$ cat src/design/bic_pkg.sv
// shared types and constants of the blob intensity centroid block
package bic_pkg;

   localparam int COORD_LIMIT = 2048;
   localparam int FRAC_BITS   = 8;
   localparam int SUM_W       = 20;
   localparam int MOM_W       = 26;
   localparam int OUT_W       = 19;
   localparam int DIV_W       = MOM_W + FRAC_BITS;
   localparam int DIV_STEPS   = DIV_W;
   localparam int CNT_W       = $clog2(DIV_STEPS);

   localparam longint LIMIT_RAW = (longint'(COORD_LIMIT) << FRAC_BITS) - 1;
   localparam longint OUT_MAX   = (longint'(1) << OUT_W) - 1;
   localparam longint SAT_LIMIT = (LIMIT_RAW < OUT_MAX) ? LIMIT_RAW : OUT_MAX;
   localparam logic [DIV_W:0] SAT_VALUE = (DIV_W + 1)'(SAT_LIMIT);

   localparam logic [1:0] SHAPE_NORMAL = 2'd0;
   localparam logic [1:0] SHAPE_ROW    = 2'd1;
   localparam logic [1:0] SHAPE_COLUMN = 2'd2;
   localparam logic [1:0] SHAPE_SINGLE = 2'd3;

   typedef struct packed {
      logic [5:0]  col_offset;
      logic [5:0]  row_offset;
      logic [7:0]  brightness;
      logic        in_label;
      logic [10:0] box_left;
      logic [10:0] box_top;
      logic [6:0]  box_width;
      logic [6:0]  box_height;
      logic [12:0] box_area;
      logic        last_pixel;
   } pixel_type;

   typedef struct packed {
      logic [OUT_W-1:0] center_x;
      logic [OUT_W-1:0] center_y;
      logic [1:0]       shape_flag;
      logic             zero_weight;
   } centroid_type;

   typedef struct packed {
      logic accumulate;
      logic start;
      logic step;
      logic load;
   } cmd_type;

   typedef struct packed {
      logic out_busy;
   } status_type;

endpackage

$ cat src/design/bic_channels.sv
// valid/ready channel interfaces for pixel items and centroid items
interface bic_req_if import bic_pkg::*; ();
   logic      valid;
   logic      ready;
   pixel_type data;

   modport source (output valid, output data, input ready);
   modport sink (input valid, input data, output ready);
endinterface

interface bic_rsp_if import bic_pkg::*; ();
   logic         valid;
   logic         ready;
   centroid_type data;

   modport source (output valid, output data, input ready);
   modport sink (input valid, input data, output ready);
endinterface

$ cat src/design/blob_intensity_centroid.sv
// top level of the blob intensity weighted centroid block
// Pixel items of one blob's bounding box enter on req_if, one per cycle while
// req_if.ready is high. Labelled pixels add their brightness and brightness
// weighted column and row offsets to three accumulators. The item that
// carries last_pixel closes the blob: its sums go to two restoring dividers
// (one for x, one for y) that produce one quotient bit per cycle over the
// 34-bit dividend of a 26-bit moment with 8 fraction bits. A final state adds
// the box corner, clamps and loads the output register once that register is
// free, and the centroid item then shows on rsp_if. req_if.ready is low from
// the last pixel until the output register is loaded. The output register
// holds while rsp_if.ready is low; pixels of the next blob are still taken
// then, and only the next blob's result waits for the register to drain.
// Reset (synchronous, active high) clears the accumulators, the controller
// and the output valid; no item is in flight.
module blob_intensity_centroid import bic_pkg::*; (
   input  logic      clock,
   input  logic      reset,
   bic_req_if.sink   req_if,
   bic_rsp_if.source rsp_if
);

   cmd_type    cmd;
   status_type status;

   bic_ctrl u_ctrl (
      .clock     (clock),
      .reset     (reset),
      .req_valid (req_if.valid),
      .req_last  (req_if.data.last_pixel),
      .status    (status),
      .req_ready (req_if.ready),
      .cmd       (cmd)
   );

   bic_dp u_dp (
      .clock     (clock),
      .reset     (reset),
      .cmd       (cmd),
      .pix       (req_if.data),
      .out_ready (rsp_if.ready),
      .out_valid (rsp_if.valid),
      .out_data  (rsp_if.data),
      .status    (status)
   );

   a_valid_from_load: assert property (@(posedge clock) disable iff (reset)
      $rose(rsp_if.valid) |-> $past(cmd.load))
      else $error("result valid rose without a load");

   a_stall_after_last: assert property (@(posedge clock) disable iff (reset)
      (req_if.valid && req_if.ready && req_if.data.last_pixel) |=> !req_if.ready)
      else $error("pixel taken right after a last pixel");

   a_no_take_while_dividing: assert property (@(posedge clock) disable iff (reset)
      cmd.step |-> !req_if.ready)
      else $error("pixel taken during division");

   a_zero_weight_corner: assert property (@(posedge clock) disable iff (reset)
      (rsp_if.valid && rsp_if.data.zero_weight) |->
         (rsp_if.data.center_x[7:0] == 8'd0 && rsp_if.data.center_y[7:0] == 8'd0))
      else $error("zero weight result has a fractional offset");

endmodule

$ cat src/design/bic_ctrl.sv
// controller: accumulate, divide and hand-off sequencing
module bic_ctrl import bic_pkg::*; (
   input  logic       clock,
   input  logic       reset,
   input  logic       req_valid,
   input  logic       req_last,
   input  status_type status,
   output logic       req_ready,
   output cmd_type    cmd
);

   localparam logic [1:0] S_ACC = 2'd0;
   localparam logic [1:0] S_DIV = 2'd1;
   localparam logic [1:0] S_FIN = 2'd2;

   logic [1:0]       state_ff, state_in;
   logic [CNT_W-1:0] cnt_ff, cnt_in;
   logic             accept;

   assign req_ready = (state_ff == S_ACC);
   assign accept    = req_valid && req_ready;

   always_comb begin
      state_in       = state_ff;
      cnt_in         = cnt_ff;
      cmd.accumulate = 1'b0;
      cmd.start      = 1'b0;
      cmd.step       = 1'b0;
      cmd.load       = 1'b0;
      case (state_ff)
         S_ACC: begin
            cmd.accumulate = accept;
            if (accept && req_last) begin
               cmd.start = 1'b1;
               cnt_in    = '0;
               state_in  = S_DIV;
            end
         end
         S_DIV: begin
            cmd.step = 1'b1;
            cnt_in   = cnt_ff + 1'b1;
            if (cnt_ff == CNT_W'(DIV_STEPS - 1)) begin
               state_in = S_FIN;
            end
         end
         S_FIN: begin
            // wait until the output register is free
            if (!status.out_busy) begin
               cmd.load = 1'b1;
               state_in = S_ACC;
            end
         end
         default: begin
            state_in = S_ACC;
         end
      endcase
   end

   always_ff @(posedge clock) begin
      if (reset) begin
         state_ff <= S_ACC;
         cnt_ff   <= '0;
      end else begin
         state_ff <= state_in;
         cnt_ff   <= cnt_in;
      end
   end

endmodule

$ cat src/design/bic_dp.sv
// datapath: moment accumulators, two restoring dividers, output register
module bic_dp import bic_pkg::*; (
   input  logic         clock,
   input  logic         reset,
   input  cmd_type      cmd,
   input  pixel_type    pix,
   input  logic         out_ready,
   output logic         out_valid,
   output centroid_type out_data,
   output status_type   status
);

   logic [SUM_W-1:0] weight_sum_ff, weight_sum_in, weight_add;
   logic [MOM_W-1:0] moment_x_ff, moment_x_in, moment_x_add;
   logic [MOM_W-1:0] moment_y_ff, moment_y_in, moment_y_add;
   logic [13:0]      prod_x, prod_y;
   logic [7:0]       bright_eff;

   logic [SUM_W-1:0] div_sum_ff;
   logic [SUM_W-1:0] rem_x_ff, rem_y_ff;
   logic [DIV_W-1:0] quo_x_ff, quo_y_ff;
   logic [10:0]      corner_x_ff, corner_y_ff;
   logic [1:0]       shape_ff, shape_in;
   logic             zero_ff;

   logic [SUM_W:0]   shift_x, shift_y, diff_x, diff_y;
   logic             ge_x, ge_y;

   logic             out_valid_ff;
   centroid_type     out_data_ff;
   logic [DIV_W-1:0] quo_x_eff, quo_y_eff;
   logic [DIV_W:0]   pos_x, pos_y;

   assign bright_eff = pix.in_label ? pix.brightness : 8'd0;
   assign prod_x     = {6'd0, bright_eff} * {8'd0, pix.col_offset};
   assign prod_y     = {6'd0, bright_eff} * {8'd0, pix.row_offset};
   assign weight_add = weight_sum_ff + {{(SUM_W - 8){1'b0}}, bright_eff};
   assign moment_x_add = moment_x_ff + {{(MOM_W - 14){1'b0}}, prod_x};
   assign moment_y_add = moment_y_ff + {{(MOM_W - 14){1'b0}}, prod_y};

   always_comb begin
      weight_sum_in = weight_sum_ff;
      moment_x_in   = moment_x_ff;
      moment_y_in   = moment_y_ff;
      if (cmd.start) begin
         weight_sum_in = '0;
         moment_x_in   = '0;
         moment_y_in   = '0;
      end else if (cmd.accumulate) begin
         weight_sum_in = weight_add;
         moment_x_in   = moment_x_add;
         moment_y_in   = moment_y_add;
      end
   end

   always_ff @(posedge clock) begin
      if (reset) begin
         weight_sum_ff <= '0;
         moment_x_ff   <= '0;
         moment_y_ff   <= '0;
      end else begin
         weight_sum_ff <= weight_sum_in;
         moment_x_ff   <= moment_x_in;
         moment_y_ff   <= moment_y_in;
      end
   end

   always_comb begin
      if (pix.box_area == 13'd1) begin
         shape_in = SHAPE_SINGLE;
      end else if (pix.box_width == 7'd1) begin
         shape_in = SHAPE_COLUMN;
      end else if (pix.box_height == 7'd1) begin
         shape_in = SHAPE_ROW;
      end else begin
         shape_in = SHAPE_NORMAL;
      end
   end

   // one quotient bit per cycle for each axis
   assign shift_x = {rem_x_ff, quo_x_ff[DIV_W-1]};
   assign shift_y = {rem_y_ff, quo_y_ff[DIV_W-1]};
   assign ge_x    = shift_x >= {1'b0, div_sum_ff};
   assign ge_y    = shift_y >= {1'b0, div_sum_ff};
   assign diff_x  = shift_x - {1'b0, div_sum_ff};
   assign diff_y  = shift_y - {1'b0, div_sum_ff};

   always_ff @(posedge clock) begin
      if (cmd.start) begin
         div_sum_ff  <= weight_add;
         rem_x_ff    <= '0;
         rem_y_ff    <= '0;
         quo_x_ff    <= {moment_x_add, {FRAC_BITS{1'b0}}};
         quo_y_ff    <= {moment_y_add, {FRAC_BITS{1'b0}}};
         corner_x_ff <= pix.box_left;
         corner_y_ff <= pix.box_top;
         shape_ff    <= shape_in;
         zero_ff     <= (weight_add == '0);
      end else if (cmd.step) begin
         rem_x_ff <= ge_x ? diff_x[SUM_W-1:0] : shift_x[SUM_W-1:0];
         rem_y_ff <= ge_y ? diff_y[SUM_W-1:0] : shift_y[SUM_W-1:0];
         quo_x_ff <= {quo_x_ff[DIV_W-2:0], ge_x};
         quo_y_ff <= {quo_y_ff[DIV_W-2:0], ge_y};
      end
   end

   // corner plus offset, clamped to the coordinate limit
   assign quo_x_eff = zero_ff ? '0 : quo_x_ff;
   assign quo_y_eff = zero_ff ? '0 : quo_y_ff;
   assign pos_x = {{(DIV_W + 1 - 11 - FRAC_BITS){1'b0}}, corner_x_ff, {FRAC_BITS{1'b0}}}
                  + {1'b0, quo_x_eff};
   assign pos_y = {{(DIV_W + 1 - 11 - FRAC_BITS){1'b0}}, corner_y_ff, {FRAC_BITS{1'b0}}}
                  + {1'b0, quo_y_eff};

   always_ff @(posedge clock) begin
      if (reset) begin
         out_valid_ff <= 1'b0;
      end else if (cmd.load) begin
         out_valid_ff <= 1'b1;
      end else if (out_ready) begin
         out_valid_ff <= 1'b0;
      end
   end

   always_ff @(posedge clock) begin
      if (cmd.load) begin
         out_data_ff.center_x    <= (pos_x > SAT_VALUE) ? SAT_VALUE[OUT_W-1:0]
                                                        : pos_x[OUT_W-1:0];
         out_data_ff.center_y    <= (pos_y > SAT_VALUE) ? SAT_VALUE[OUT_W-1:0]
                                                        : pos_y[OUT_W-1:0];
         out_data_ff.shape_flag  <= shape_ff;
         out_data_ff.zero_weight <= zero_ff;
      end
   end

   assign out_valid       = out_valid_ff;
   assign out_data        = out_data_ff;
   assign status.out_busy = out_valid_ff && !out_ready;

endmodule
$ cat src/flat_wrapper.sv
// flat-port wrapper written by rule: the top's interface ports become plain ports
module blob_intensity_centroid_flat import bic_pkg::*;
  (clock, reset, req_if_valid, req_if_data, req_if_ready, rsp_if_valid, rsp_if_data, rsp_if_ready);
  bic_req_if req_if_i ();
  bic_rsp_if rsp_if_i ();
  input  logic clock;
  input  logic reset;
  input wire logic [$bits(req_if_i.valid)-1:0] req_if_valid;
  input wire logic [$bits(req_if_i.data)-1:0] req_if_data;
  output wire logic [$bits(req_if_i.ready)-1:0] req_if_ready;
  output wire logic [$bits(rsp_if_i.valid)-1:0] rsp_if_valid;
  output wire logic [$bits(rsp_if_i.data)-1:0] rsp_if_data;
  input wire logic [$bits(rsp_if_i.ready)-1:0] rsp_if_ready;
  assign req_if_i.valid = req_if_valid;
  assign req_if_i.data = req_if_data;
  assign req_if_ready = req_if_i.ready;
  assign rsp_if_valid = rsp_if_i.valid;
  assign rsp_if_data = rsp_if_i.data;
  assign rsp_if_i.ready = rsp_if_ready;
  blob_intensity_centroid u_core (.clock(clock), .reset(reset), .req_if(req_if_i), .rsp_if(rsp_if_i));
endmodule
$ cat config.mk
export PLATFORM = sky130hd
export DESIGN_NAME = blob_intensity_centroid_flat
export DESIGN_NICKNAME = d
export VERILOG_FILES = /design/src/design/bic_pkg.sv /design/src/design/bic_channels.sv /design/src/design/blob_intensity_centroid.sv /design/src/design/bic_ctrl.sv /design/src/design/bic_dp.sv /design/src/flat_wrapper.sv
export SDC_FILE = /design/constraint.sdc
export NUM_CORES = 1
export LEC_CHECK = 0
export BUFFER_PORTS_ARGS = -buffer_cell sky130_fd_sc_hd__buf_2
export CORE_ASPECT_RATIO = 0.5
export CORE_MARGIN = 2
export CORE_UTILIZATION = 46
export DETAILED_ROUTE_END_ITERATION = 12
export HOLD_SLACK_MARGIN = 0.08
export PLACE_DENSITY = 0.74
export SYNTH_ARGS = -nofsm -noshare
export SYNTH_HDL_FRONTEND = slang
export SYNTH_SLANG_ARGS = --single-unit
$ cat constraint.sdc
create_clock -name clock -period 6.5 [get_ports clock]
set_input_delay 0.65 -clock clock [delete_from_list [all_inputs] [get_ports clock]]
set_output_delay 0.65 -clock clock [all_outputs]
set_load 0.01 [all_outputs]
### Word level (Yosys, flattened, before mapping)

Cells that the tools add are included.

| operators by class | value |
|---|---|
| $lt $le $gt $ge | 4 |
| muxes and demuxes | 24 |
| $mul | 2 |
| add/sub/neg operators | 8 |
| reductions and logical operators | 13 |
| equality and inequality tests | 9 |

Operator list:

| cell | count |
|---|---|
| 2-to-1 mux 34 bit | 6 |
| adder 19 x 34 -> 35 bit | 2 |
| greater-than comparator 35 x 19 -> 1 bit, second input constant | 2 |
| adder 26 x 14 -> 26 bit | 2 |
| >= comparator 21 x 20 -> 1 bit | 2 |
| 2-to-1 mux 20 bit | 2 |
| subtractor 20 bit | 2 |
| multiplier 8 x 6 -> 14 bit | 2 |
| adder 20 x 8 -> 20 bit | 1 |
| zero test 20 bit | 1 |
| equality test 7 x 1 -> 1 bit, second input constant | 2 |
| equality test 13 x 1 -> 1 bit, second input constant | 1 |
| one-hot mux 6 bit (2 select lines) | 1 |
| 2-to-1 mux 1 bit | 8 |
| 2-to-1 mux 2 bit | 4 |
| 2-to-1 mux 8 bit | 1 |
| adder 6 x 1 -> 6 bit, second input constant | 1 |
| equality test 6 bit, second input constant | 1 |
| 2-to-1 mux 6 bit | 1 |
| one-hot mux 2 bit (3 select lines) | 1 |
| nonzero test 2 bit | 3 |
| inequality test 2 bit, second input constant | 2 |
| OR reduction 2 bit | 2 |
| logical AND 1 bit | 3 |
| 7 further kinds | 7 |

| word-level totals | value |
|---|---|
| input port bits | 75 |
| logic and storage cells | 82 |
| flip-flop bits (word level) | 275 |
| output and inout port bits | 43 |

### Logic depth before layout (Yosys ltp)

| logic depth | value |
|---|---|
| word-level depth | 6 |
| gate-level depth with buffers | 20 |
| gate-level depth less buffers | 18 |

### Cells and area by module

From an unflattened synthesis, not the netlist that was laid out.

| unflattened totals | value |
|---|---|
| cell total of the unflattened synthesis | 2,116 |
| area, all modules | 19,442.4 µm² |

Modules (own cells, without submodules):

| module | instances | cells an instance | sequential area each (µm²) | area an instance (µm²) |
|---|---|---|---|---|
| bic_dp | 1 | 2,067 | 6,726.5 | 18,997.0 |
| bic_ctrl | 1 | 49 | 160.2 | 445.4 |

### Worst setup path after synthesis

No wires, ideal clock.

| path | value |
|---|---|
| kind | input -> register |
| from | in req_if_data[50] |
| to | reg u_core.u_dp.quo_x_ff[30] (data pin) |
| required time | 6.232 ns |
| path slack | 0.891 ns |
| arrival time | 5.341 ns |
| path buffers | 2 |
| stages | 18 |
| library setup time | 0.268 ns |
| cell sequence | clkbuf_1 -> clkbuf_1 -> and3_1 -> fa_1 -> fa_1 -> fa_1 -> inv_1 -> fa_1 -> inv_1 -> ha_1 -> or3_1 -> or3_1 -> o21ba_2 -> a311oi_1 -> o21bai_1 -> nand2_1 -> xor2_1 -> o22ai_1 |

| on the way | value |
|---|---|
| cells in the longest elaborated chain, start to end | 4 |

Ends and longest elaborated chain:

| item | line | source |
|---|---|---|
| from (decl) | flat_wrapper.sv:9 | `input wire logic [$bits(req_if_i.data)-1:0] req_if_data;` |
| 2-to-1 mux 8 bit | bic_dp.sv:34 | `assign bright_eff = pix.in_label ? pix.brightness : 8'd0;` |
| multiplier 8 x 6 -> 14 bit | bic_dp.sv:35 | `assign prod_x = {6'd0, bright_eff} * {8'd0, pix.col_offset};` |
| adder 26 x 14 -> 26 bit | bic_dp.sv:38 | `assign moment_x_add = moment_x_ff + {{(MOM_W - 14){1'b0}}, prod_x};` |
| 2-to-1 mux 34 bit | bic_dp.sv:89 | `if (cmd.start) begin` |
| to (signal assigned) | bic_dp.sv:93 | `quo_x_ff <= {moment_x_add, {FRAC_BITS{1'b0}}};` |
| to (signal assigned) | bic_dp.sv:102 | `quo_x_ff <= {quo_x_ff[DIV_W-2:0], ge_x};` |
| to (decl) | bic_dp.sv:21 | `logic [DIV_W-1:0] quo_x_ff, quo_y_ff;` |

Every way passes these cells.
A chain may end at the register's enable or synchronous reset.

### Worst setup path after layout

Same ends and word-level chain as after synthesis.

==> metrics.yaml <==
htree_levels: 1
clk_root_buffer_cell: "clkbuf_16"
fmax_mhz: 176
cts_setup_buffers: 0
clock_skew_ns: 0.0210
cpMostUsedCell: "fa_1"
core_region_area_sq_mm: 0.0409
cp-endpoint: "u_core.u_dp.quo_x_ff[30]"
hold_viol: 0
antenna_cells: 0
cts_resized: 0
critPathKind: "in -> reg"
rsz0062_at_grt: "no"
end_kind: "register"
cts_buffers: 28
cp_cell_sequence: "buf_2, buf_4, and3_1, fa_1, fa_1, fa_1, inv_1, fa_1, inv_1, ha_1, or3_1, or3_1, o21ba_2, a311oi_1, o21bai_1, nand2_1, xor2_1, o22ai_1"
grt.overflow.total: 0
synth-seq-area-share_pct: 35.7
drt_first_pass_iters: 5
drive_above_1_share_pct: 10.3
design_area_sq_mm: 0.0213
synth_nets: 2413
drt_iter0_drc: 1200
syn2layout_area_growth_pct: 10.7
most-common-layout-cells: "nand2_1, inv_1, o21ai_0, edfxtp_1, dfxtp_1"
ys_warn_count: 0
dpl_cell_area_sq_mm: 0.0204
slowest_delay_ns: 0.56
syn_avg_cell_area_sq_um: 9.07
layout_commonest_cell: "nand2_1"
tightest_slew_ns: 0.964
async_flop_share_pct: 0
ant_nets: 0
regToRegEndpoint: "u_core.u_dp.out_data[3]"
reg2reg_from: "u_core.u_dp.zero_ff"
reg2reg_depth: 11
syn-cell-area_sq_mm: 0.0193
place_congestion: 0.903
hold_buffers: 0
drc: 0
status: "finished, final reports clean"
grt_pass1_wl_microns: 77500
hold_class: "in -> reg"
p_leak_nw: 8.85
ys.flop_type: "edfxtp_1"
cts_tree: "done"
die_area_sq_mm: 0.0437
critPathSlowestCell: "fa_1"
grt_max_degree: 66
cp.arrival_ns: 5.97
port-buffer-count: 117
synth_cell_types: 87
maxSlewViolCount: 0
wl_per_cell_microns: 16.9
clock_sinks: 275
setup_viol: 0
grt_use_total_pct: 21.6
synth_edf_count: 138
fillers: 3756
num-nets-final: 2496
startpoint: "req_if_data[50]"
max-clock-path-buffers: 3
fin_setup_tns_ns: 0
rows: 52
ys_ff_latch: 275
routed_wl_microns: 46900
dpl.hpwl_microns: 35000
period_share_pct: 87.6
power_density_mw_per_mm2: 289
die_h_microns: 149
grt_pass1_vias: 15225
yosys-top-cells-area: "edfxtp_1, dfxtp_1, ha_1, fa_1, nand2_1"
ir_drop_uv: 223
slew_headroom_pct: 35.5
regToRegSetupSlack_ns: 1.96
insertion_delay_ns: 0.57
worstPathRequired_ns: 6.78
cap_violations: 0
io_pins: 118
clkTransAtPathRegs_ns: 0.07
yosys.area.top_type: "edfxtp_1"
startpoint_type: "primary input"
period_minus_slack_ns: 5.69
worst-path-max-fanout: 25
die_w_microns: 294
antenna_found_initial: 0
initial_core_util_pct: 47.2
synth_top_area_share_pct: 21.5
postSynthCellCount: 2127
num_vias: 15744
vias_per_cell: 5.68
[cells in the mapped netlist (29+ instances only)]
cell type,count
nand3_1,52
o21ai_0,158
xnor2_1,79
dfxtp_1,137
inv_1,192
edfxtp_1,138
nor2_1,133
and3_1,90
nor2b_1,45
fa_1,77
nand2_1,234
a21oi_1,103
clkbuf_1,73
ha_1,134
nor3_1,29
xor2_1,56
[power breakdown]
group | switching [mW] | internal (mW)
clock | 0.746 | 0.914
combinational | 1.34 | 0.974
sequential | 0.158 | 2.04
[flip-flops by register name, indices dropped and copies added, names as in the netlist]
signal,cells
u_core.u_ctrl.cnt_ff,6
u_core.u_ctrl.state_ff,2
u_core.u_dp.corner_x_ff,11
u_core.u_dp.corner_y_ff,11
u_core.u_dp.div_sum_ff,20
u_core.u_dp.moment_x_ff,26
u_core.u_dp.moment_y_ff,26
u_core.u_dp.out_data,41
u_core.u_dp.out_valid,1
u_core.u_dp.quo_x_ff,34
u_core.u_dp.quo_y_ff,34
u_core.u_dp.rem_x_ff,20
u_core.u_dp.rem_y_ff,20
u_core.u_dp.shape_ff,2
u_core.u_dp.weight_sum_ff,20
u_core.u_dp.zero_ff,1
[cell families after synthesis]
family	synth area share (%)
AND/OR/NAND/NOR	18.3
flip-flops	35.7
adder cells (fa/ha/maj)	16.7
buffers and inverters	5.50
AO/OA/AOI/OAI	16.8
multiplexers	0.947
XOR/XNOR	6.13
[how the worst min path moves through the flow]
stage                     depth (start not counted)                    endpoint               startpoint  slack, ns
after floorplan                                   0     u_core.u_dp.out_data[1]  u_core.u_dp.shape_ff[0]       0.40
after detailed placement                          0     u_core.u_dp.out_data[1]  u_core.u_dp.shape_ff[0]       0.40
final                                             1  u_core.u_dp.corner_y_ff[8]          req_if_data[36]       0.25
after global routing                              1  u_core.u_dp.corner_y_ff[8]          req_if_data[36]       0.22
after CTS                                         1  u_core.u_dp.corner_y_ff[8]          req_if_data[36]       0.23
after global placement                            0     u_core.u_dp.out_data[2]  u_core.u_dp.shape_ff[1]       0.40
[worst max-delay path, delay by kind of cell]
family	cells	cell delay, ns
AOI/OAI and AO/OA	4	1.11
and+or+nand+nor	4	1.09
xor gates and xnor gates	1	0.15
adders and majority gates	5	2.29
buffers and inverters	4	0.67
[stage by stage]
| stage | cells | setup WS [ns] | hold slack [ns] | utilization (%) | power [mW] |
|---|---|---|---|---|---|
| 4_1_cts | 2772 | 0.862 | 0.228 | 52.2 | 6.19 |
| 2_1_floorplan | 2127 | 0.891 | 0.400 | - | 3.98 |
| 3_3_place_gp | 2720 | 0.478 | 0.403 | 49.9 | 4.47 |
| 5_1_grt | 2772 | 0.556 | 0.224 | 52.2 | 6.59 |
| 3_5_place_dp | 2720 | 0.304 | 0.405 | 49.9 | 4.52 |
| 6_report | 2772 | 0.809 | 0.253 | 52.2 | 6.17 |
[cell type report]
class	instances	area (sq um)	share of cell area, %
Clock buffer	33	781	3.66
Clock inverter	19	169	0.791
Inverter	192	721	3.38
Multi-Input combinational cell	1575	11400	53.3
Sequential cell	275	6890	32.3
Tap cell	540	676	3.17
Timing Repair Buffer	138	743	3.48
[routing by layer]
| metal | up-vias | part of all wire, % | GRT usage, % |
|---|---|---|---|
| li1 | 7654 | - | - |
| met1 | 7583 | 47 | 30.4 |
| met2 | 433 | 45 | 35.7 |
| met3 | 74 | 4.9 | 2.49 |
| met4 | 0 | 2.3 | 5.41 |
| met5 | - | 0 | 0 |
Note: power is estimated with default switching activity, not from simulation.
